[src/hw/rtl/mrpt_pkg.sv]
// Package with shared types, constants and the witness tables for the primality tester.
package mrpt_pkg;

  localparam int unsigned NumW = 63;
  localparam int unsigned SumW = NumW + 1;
  localparam int unsigned WitW = 31;
  localparam logic [NumW-1:0] SmallLimit = 63'd4759123141;
  localparam logic [2:0] SmallCnt = 3'd3;
  localparam logic [2:0] LargeCnt = 3'd7;

  typedef enum logic [3:0] {
    ST_IDLE,
    ST_CHECK,
    ST_STRIP,
    ST_RED,
    ST_RED_W,
    ST_PCHK,
    ST_PMUL_W,
    ST_PSQ_W,
    ST_SQCHK,
    ST_SQ_W,
    ST_WEND,
    ST_OUT
  } mrpt_state_t;

  function automatic logic [WitW-1:0] witness(input logic use_large, input logic [2:0] idx);
    logic [WitW-1:0] w;
    w = '0;
    if (!use_large) begin
      case (idx)
        3'd0: w = 31'd2;
        3'd1: w = 31'd7;
        3'd2: w = 31'd61;
        default: w = 31'd2;
      endcase
    end else begin
      case (idx)
        3'd0: w = 31'd2;
        3'd1: w = 31'd325;
        3'd2: w = 31'd9375;
        3'd3: w = 31'd28178;
        3'd4: w = 31'd450775;
        3'd5: w = 31'd9780504;
        3'd6: w = 31'd1795265022;
        default: w = 31'd2;
      endcase
    end
    return w;
  endfunction

endpackage

[src/hw/rtl/mrpt_mulmod.sv]
// Bit-serial modular multiplier: one conditional add and one doubling per cycle.
module mrpt_mulmod (
  input  logic                      clk,
  input  logic                      rst_n,
  input  logic                      start,
  input  logic [mrpt_pkg::NumW-1:0] x_in,
  input  logic [mrpt_pkg::NumW-1:0] y_in,
  input  logic [mrpt_pkg::NumW-1:0] n,
  output logic                      done,
  output logic [mrpt_pkg::NumW-1:0] result
);
  import mrpt_pkg::*;

  logic            busy_r, busy_nxt;
  logic [NumW-1:0] x_r, x_nxt;
  logic [NumW-1:0] y_r, y_nxt;
  logic [NumW-1:0] acc_r, acc_nxt;
  logic [SumW-1:0] acc_sum;
  logic [SumW-1:0] dbl_sum;
  logic [NumW-1:0] acc_red;
  logic [NumW-1:0] dbl_red;

  always_comb begin
    acc_sum = {1'b0, acc_r} + {1'b0, x_r};
    dbl_sum = {1'b0, x_r} + {1'b0, x_r};
    acc_red = (acc_sum >= {1'b0, n}) ? NumW'(acc_sum - {1'b0, n}) : acc_sum[NumW-1:0];
    dbl_red = (dbl_sum >= {1'b0, n}) ? NumW'(dbl_sum - {1'b0, n}) : dbl_sum[NumW-1:0];
    busy_nxt = busy_r;
    x_nxt = x_r;
    y_nxt = y_r;
    acc_nxt = acc_r;
    if (start) begin
      busy_nxt = 1'b1;
      x_nxt = x_in;
      y_nxt = y_in;
      acc_nxt = '0;
    end else if (busy_r) begin
      if (y_r == '0) begin
        busy_nxt = 1'b0;
      end else begin
        if (y_r[0]) begin
          acc_nxt = acc_red;
        end
        x_nxt = dbl_red;
        y_nxt = y_r >> 1;
      end
    end
  end

  always_ff @(posedge clk) begin
    if (!rst_n) begin
      busy_r <= 1'b0;
    end else begin
      busy_r <= busy_nxt;
    end
    x_r <= x_nxt;
    y_r <= y_nxt;
    acc_r <= acc_nxt;
  end

  assign done = busy_r && (y_r == '0);
  assign result = acc_r;

  a_acc_below_n: assert property (@(posedge clk) disable iff (!rst_n)
    busy_r |-> (acc_r < n)) else $error("accumulator not reduced");
  a_x_below_n: assert property (@(posedge clk) disable iff (!rst_n)
    busy_r |-> (x_r < n)) else $error("multiplicand not reduced");
  a_done_ends: assert property (@(posedge clk) disable iff (!rst_n)
    (done && !start) |=> !busy_r) else $error("multiplier stayed busy after done");

endmodule

[src/hw/rtl/miller_rabin_prime_test_64_unit.sv]
// Top level of the deterministic Miller-Rabin primality tester for 63-bit values.
//
//  channel | direction | tdata fields (low bit up)     | tuser/tlast
//  in_     | input     | number[62:0], one ignored pad | none
//  out_    | output    | is_prime_flag[0], seven zeros | none
//
// The time an item takes depends on its value: values below three and even values
// go straight to the result after the check, while a large prime runs all 7 witnesses.
// The time is set by the bit-serial modular multiplier, which handles one bit of its
// second operand per cycle, and the stripping of n-1 one bit per cycle.
// Reset clears the sequencer and the output beat; a stalled result holds until taken.
module miller_rabin_prime_test_64_unit (
  input  logic        clk,
  input  logic        rst_n,
  input  logic        in_tvalid,
  output logic        in_tready,
  input  logic [63:0] in_tdata,   // number[62:0], pad[63]
  output logic        out_tvalid,
  input  logic        out_tready,
  output logic [7:0]  out_tdata   // is_prime_flag[0], pad[7:1]
);
  import mrpt_pkg::*;

  mrpt_state_t     state_r, state_nxt;
  logic [NumW-1:0] n_r, n_nxt;
  logic [NumW-1:0] d_r, d_nxt;
  logic [NumW-1:0] e_r, e_nxt;
  logic [NumW-1:0] t_r, t_nxt;
  logic [NumW-1:0] r_r, r_nxt;
  logic [NumW-1:0] base_r, base_nxt;
  logic [2:0]      widx_r, widx_nxt;
  logic            large_r, large_nxt;
  logic            flag_r, flag_nxt;
  logic            out_valid_r, out_valid_nxt;
  logic            out_flag_r, out_flag_nxt;
  logic            mul_start;
  logic [NumW-1:0] mul_x;
  logic [NumW-1:0] mul_y;
  logic            mul_done;
  logic [NumW-1:0] mul_res;
  logic [NumW-1:0] nm1;

  assign nm1 = n_r - NumW'(1);

  mrpt_mulmod u_mul (
    .clk    (clk),
    .rst_n  (rst_n),
    .start  (mul_start),
    .x_in   (mul_x),
    .y_in   (mul_y),
    .n      (n_r),
    .done   (mul_done),
    .result (mul_res)
  );

  always_comb begin
    state_nxt = state_r;
    n_nxt = n_r;
    d_nxt = d_r;
    e_nxt = e_r;
    t_nxt = t_r;
    r_nxt = r_r;
    base_nxt = base_r;
    widx_nxt = widx_r;
    large_nxt = large_r;
    flag_nxt = flag_r;
    out_valid_nxt = out_valid_r;
    out_flag_nxt = out_flag_r;
    mul_start = 1'b0;
    mul_x = base_r;
    mul_y = base_r;
    if (out_valid_r && out_tready) begin
      out_valid_nxt = 1'b0;
    end
    case (state_r)
      ST_IDLE: begin
        if (in_tvalid) begin
          n_nxt = in_tdata[NumW-1:0];
          state_nxt = ST_CHECK;
        end
      end
      ST_CHECK: begin
        if (n_r <= NumW'(1)) begin
          flag_nxt = 1'b0;
          state_nxt = ST_OUT;
        end else if (n_r == NumW'(2)) begin
          flag_nxt = 1'b1;
          state_nxt = ST_OUT;
        end else if (!n_r[0]) begin
          flag_nxt = 1'b0;
          state_nxt = ST_OUT;
        end else begin
          d_nxt = nm1;
          large_nxt = (n_r >= SmallLimit);
          widx_nxt = '0;
          state_nxt = ST_STRIP;
        end
      end
      ST_STRIP: begin
        if (d_r[0]) begin
          state_nxt = ST_RED;
        end else begin
          d_nxt = d_r >> 1;
        end
      end
      ST_RED: begin
        mul_start = 1'b1;
        mul_x = NumW'(1);
        mul_y = NumW'(witness(large_r, widx_r));
        state_nxt = ST_RED_W;
      end
      ST_RED_W: begin
        if (mul_done) begin
          if (mul_res == '0) begin
            state_nxt = ST_WEND;
          end else begin
            base_nxt = mul_res;
            r_nxt = NumW'(1);
            e_nxt = d_r;
            state_nxt = ST_PCHK;
          end
        end
      end
      ST_PCHK: begin
        if (e_r == '0) begin
          t_nxt = d_r;
          state_nxt = ST_SQCHK;
        end else if (e_r[0]) begin
          mul_start = 1'b1;
          mul_x = r_r;
          mul_y = base_r;
          state_nxt = ST_PMUL_W;
        end else begin
          mul_start = 1'b1;
          state_nxt = ST_PSQ_W;
        end
      end
      ST_PMUL_W: begin
        if (mul_done) begin
          r_nxt = mul_res;
          mul_start = 1'b1;
          state_nxt = ST_PSQ_W;
        end
      end
      ST_PSQ_W: begin
        if (mul_done) begin
          base_nxt = mul_res;
          e_nxt = e_r >> 1;
          state_nxt = ST_PCHK;
        end
      end
      ST_SQCHK: begin
        if (t_r != nm1 && r_r != NumW'(1) && r_r != nm1) begin
          mul_start = 1'b1;
          mul_x = r_r;
          mul_y = r_r;
          state_nxt = ST_SQ_W;
        end else if (r_r != nm1 && !t_r[0]) begin
          flag_nxt = 1'b0;
          state_nxt = ST_OUT;
        end else begin
          state_nxt = ST_WEND;
        end
      end
      ST_SQ_W: begin
        if (mul_done) begin
          r_nxt = mul_res;
          t_nxt = t_r << 1;
          state_nxt = ST_SQCHK;
        end
      end
      ST_WEND: begin
        if (widx_r == (large_r ? LargeCnt : SmallCnt) - 3'd1) begin
          flag_nxt = 1'b1;
          state_nxt = ST_OUT;
        end else begin
          widx_nxt = widx_r + 3'd1;
          state_nxt = ST_RED;
        end
      end
      ST_OUT: begin
        if (!out_valid_r || out_tready) begin
          out_valid_nxt = 1'b1;
          out_flag_nxt = flag_r;
          state_nxt = ST_IDLE;
        end
      end
      default: begin
        state_nxt = ST_IDLE;
      end
    endcase
  end

  always_ff @(posedge clk) begin
    if (!rst_n) begin
      state_r <= ST_IDLE;
      out_valid_r <= 1'b0;
    end else begin
      state_r <= state_nxt;
      out_valid_r <= out_valid_nxt;
    end
    n_r <= n_nxt;
    d_r <= d_nxt;
    e_r <= e_nxt;
    t_r <= t_nxt;
    r_r <= r_nxt;
    base_r <= base_nxt;
    widx_r <= widx_nxt;
    large_r <= large_nxt;
    flag_r <= flag_nxt;
    out_flag_r <= out_flag_nxt;
  end

  assign in_tready = (state_r == ST_IDLE);
  assign out_tvalid = out_valid_r;
  assign out_tdata = {7'd0, out_flag_r};

endmodule

[config.mk]
export PLATFORM = sky130hd
export DESIGN_NAME = miller_rabin_prime_test_64_unit
export DESIGN_NICKNAME = d
export VERILOG_FILES = /design/src/hw/rtl/mrpt_pkg.sv /design/src/hw/rtl/mrpt_mulmod.sv /design/src/hw/rtl/miller_rabin_prime_test_64_unit.sv
export SDC_FILE = /design/constraint.sdc
export NUM_CORES = 2
export LEC_CHECK = 0
export CORE_MARGIN = 2
export CORE_UTILIZATION = 56
export CTS_CLUSTER_SIZE = 16
export DETAILED_ROUTE_END_ITERATION = 7
export DONT_BUFFER_PORTS = 1
export PLACE_DENSITY = 0.72
export SYNTH_ARGS = -nofsm -noshare
export SYNTH_HDL_FRONTEND = slang
export SYNTH_HIERARCHICAL = 1
export SYNTH_SLANG_ARGS = --single-unit
[constraint.sdc]
create_clock -name clk -period 16.35 [get_ports clk]
set_clock_uncertainty 0.1 [all_clocks]
set_input_delay 3.27 -clock clk [delete_from_list [all_inputs] [get_ports clk]]
set_output_delay 3.27 -clock clk [all_outputs]
set_load 0.1 [all_outputs]
==> impl_metrics.env <==
export IMPL_status="complete, no violations"
export IMPL_drt_total_wl_mm=145.2
export IMPL_initial_core_util_pct=56.84
export IMPL_dr_pass1_iters=6
export IMPL_multi_input_area_mm2=0.02409
export IMPL_hold_viol=0
export IMPL_synth_mux_area_fraction_pct=6.194
export IMPL_drive_gt1_share_pct=10.54
export IMPL_grt_pass1_vias=33839
export IMPL_hold_ws_ps=324.2
export IMPL_grt_max_degree=113
export IMPL_grt_use_met3_pct=6.280
export IMPL_worst_pin_slew_ps=1432
export IMPL_synthAdderAreaFrac_pct=5.976
export IMPL_clock_sinks=579
export IMPL_grt_use_met2_pct=53.88
export IMPL_avgSynthCellArea_um2=9.561
export IMPL_place_hpwl_mm=111.0
export IMPL_worstPathRequired_ps=16530
export IMPL_tns_ps=0
export IMPL_synth_cells=4441
export IMPL_yosysWarnings=6
export IMPL_grt_pass1_wl_mm=214.3
export IMPL_period_share_pct=60.06
export IMPL_cp_max_fo=64
export IMPL_synth_simple_gate_area_share_pct=16.33
export IMPL_grt_overflow=0
export IMPL_gp_congestion=1.027
export IMPL_clk_latency_ps=660
export IMPL_ioPinCount=78
export IMPL_synth_distinct_cells=115
export IMPL_clockBufferDepth=3
export IMPL_antenna_found_initial=4
export IMPL_yosys_area_share_xor_xnor_pct=7.049
export IMPL_num_rows=100
export IMPL_die_width_um=279.4
export IMPL_nets=4552
export IMPL_synth_edff_count=510
export IMPL_drt_initial_drc_count=5252
export IMPL_clock_root_buffer="clkbuf_16"
export IMPL_drc=0
export IMPL_synth_area_mm2=0.04246
export IMPL_nFillCells=6443
export IMPL_yosys_most_used_dff="edfxtp_1"
export IMPL_coreArea_mm2=0.07470
export IMPL_vias=36730
export IMPL_max_freq_ghz=0.1018
export IMPL_drv_slew=0
export IMPL_cts_tree="built"
export IMPL_regArea_mm2=0.01670
export IMPL_ant_nets=0
export IMPL_synth_top_family_by_area="compound AO/OA/AOI/OAI gates"
export IMPL_grt_use_met1_pct=51.62
export IMPL_fp_dieH_um=279.4
export IMPL_rsz0062_at_grt="false"
export IMPL_synth_async_reset_ratio_pct=0
export IMPL_wl_per_cell_um=27.41
export IMPL_cts_setup_buffers=0
export IMPL_finalSetupViolations=0
export IMPL_cts_inserted_buffers=60
export IMPL_path_class="reg2reg"
export IMPL_cts_max_level=2
export IMPL_yosys_register_bits=579
export IMPL_port_buffers=0
export IMPL_die_area_mm2=0.07804
export IMPL_synth_compound_area_share_pct=20.85
export IMPL_relSlewSlack_pct=3.501
export IMPL_dp_slack_ps=6919
export IMPL_viasPerCell=6.933
export IMPL_hold_buffers=0
export IMPL_cp_end_kind="register"
export IMPL_fin_crit_ps=9820
export IMPL_start_kind="register"
export IMPL_grt_use_total_pct=36.42
export IMPL_ys_seq_area_share_pct=39.32
export IMPL_cts_resized=0
export IMPL_path_clk_slew_ps=60
export IMPL_busiest_layer="met2"
export IMPL_cp_arrival_ps=10000
export IMPL_setup_ws_ps=6530
export IMPL_min_path_type="reg2reg"
export IMPL_maxCapViolCount=0
export IMPL_syn_to_final_growth_pct=5.906
-- Yosys cell counts, types with 13 or more instances --
| cell type | instances | area, µm² |
|---|---|---|
| xor2_1 | 117 | 1025 |
| a31oi_1 | 49 | 306.5 |
| mux2i_1 | 22 | 220.2 |
| o31ai_1 | 16 | 120.1 |
| buf_4 | 13 | 97.59 |
| and2_1 | 26 | 162.7 |
| inv_1 | 167 | 626.9 |
| nor2b_1 | 105 | 656.9 |
| a22o_1 | 87 | 762.0 |
| or4_1 | 22 | 165.2 |
| nor2_1 | 236 | 885.9 |
| and3_1 | 32 | 200.2 |
| dfxtp_1 | 69 | 1381 |
| nor3b_1 | 26 | 195.2 |
| or2_2 | 18 | 112.6 |
| o21ai_0 | 236 | 1181 |
| nand3_1 | 84 | 420.4 |
| buf_2 | 36 | 180.2 |
| nor4_1 | 135 | 844.6 |
| nand4_1 | 113 | 706.9 |
| o221ai_1 | 14 | 122.6 |
| or3_1 | 28 | 175.2 |
| a221o_1 | 26 | 260.3 |
| nand2b_1 | 37 | 231.5 |
| o21bai_1 | 47 | 352.8 |
| nor3_1 | 70 | 350.3 |
| mux2_2 | 214 | 2410 |
| o21a_1 | 49 | 367.9 |
| a311oi_1 | 23 | 201.4 |
| a211oi_1 | 40 | 300.3 |
| xnor2_1 | 204 | 1787 |
| o211ai_1 | 33 | 247.7 |
| edfxtp_1 | 510 | 15310 |
| a21o_1 | 103 | 773.2 |
| clkbuf_1 | 218 | 818.3 |
| ha_1 | 198 | 2477 |
| a21oi_1 | 424 | 2122 |
| nand2_1 | 324 | 1216 |
| a221oi_1 | 14 | 122.6 |
-- final cells by class --
| cell class | count | area share [%] |
|---|---|---|
| Multi-Input combinational cell | 3418 | 53.57 |
| Clock buffer | 68 | 3.453 |
| Antenna cell | 3 | 0.01670 |
| Tap cell | 969 | 2.696 |
| Sequential cell | 579 | 37.13 |
| Inverter | 169 | 1.411 |
| Timing Repair Buffer | 55 | 0.9628 |
| Clock inverter | 37 | 0.7569 |
-- logic make-up (layout without fill, tap and decap cells) --
kind of cell               count (synthesis)  after routing
DFF                                      579            579
and+or+nand+nor                         1317           1317
other                                      1             10
muxes                                    236            236
AOI/OAI and AO/OA                       1328           1328
adders and majority gates                201            201
xor gates and xnor gates                 329            329
buffers and inverters                    450            329
-- stage by stage --
step | area, µm² | utilization (%) | cells
after global placement | 43070 | 57.65 | 5190
after global routing | 44960 | 60.19 | 5295
final | 44970 | 60.20 | 5298
after detailed placement | 43070 | 57.65 | 5190
after floorplan | 42480 | - | 4447
after CTS | 44960 | 60.19 | 5295
-- layout by cell type (no fill, tap or decap), drive strengths merged, types with 117 or more instances in the layout --
cell type and count:
xnor2 204, a21oi 426, nor2 237, edfxtp 510, mux2 214, nand2 326, o21ai 243, xor2 117
inv 174, nor4 145, ha 198
-- path summary, 6_finish.rpt --
kind / depth (start not counted) / end / start / slack (ps)
setup / recovery: 16 / u_mul/y_r[59] / n_r[0] / 6530
hold / removal: 0 / out_flag_r / flag_r / 320
hold reg to reg: 0 / out_flag_r / flag_r / 320
setup reg to reg: 16 / u_mul/y_r[59] / n_r[0] / 6530
-- registers in the layout (all words and copies together), names as in the netlist, 3 cells and up --
signal,count
t_r,63
base_r,63
state_r,4
e_r,63
widx_r,3
d_r,63
u_mul/x_r,63
u_mul/y_r,63
u_mul/result,63
n_r,63
r_r,63
-- worst max-delay path, cell delays in order (launching register included) --
cell,delay [ps]
edfxtp_1,750
nor3_2,840
nand4_1,590
nor4_2,990
buf_4,270
nand3b_1,310
and3b_1,310
a2111oi_0,740
and4_1,300
nand4_1,580
o211ai_2,540
nor2_4,50
a311o_2,330
buf_4,340
inv_2,840
nand2_4,760
buf_4,640
-- layer usage --
layer  wire length [µm]  part of all wire, %
met5                 13               0.0090
met4               8191                  5.6
met3              15150                   10
met2              61690                   42
met1              60170                   41
Power is not shown: default switching activity piles up to over one toggle a cycle in this logic, so the estimate is an artifact.
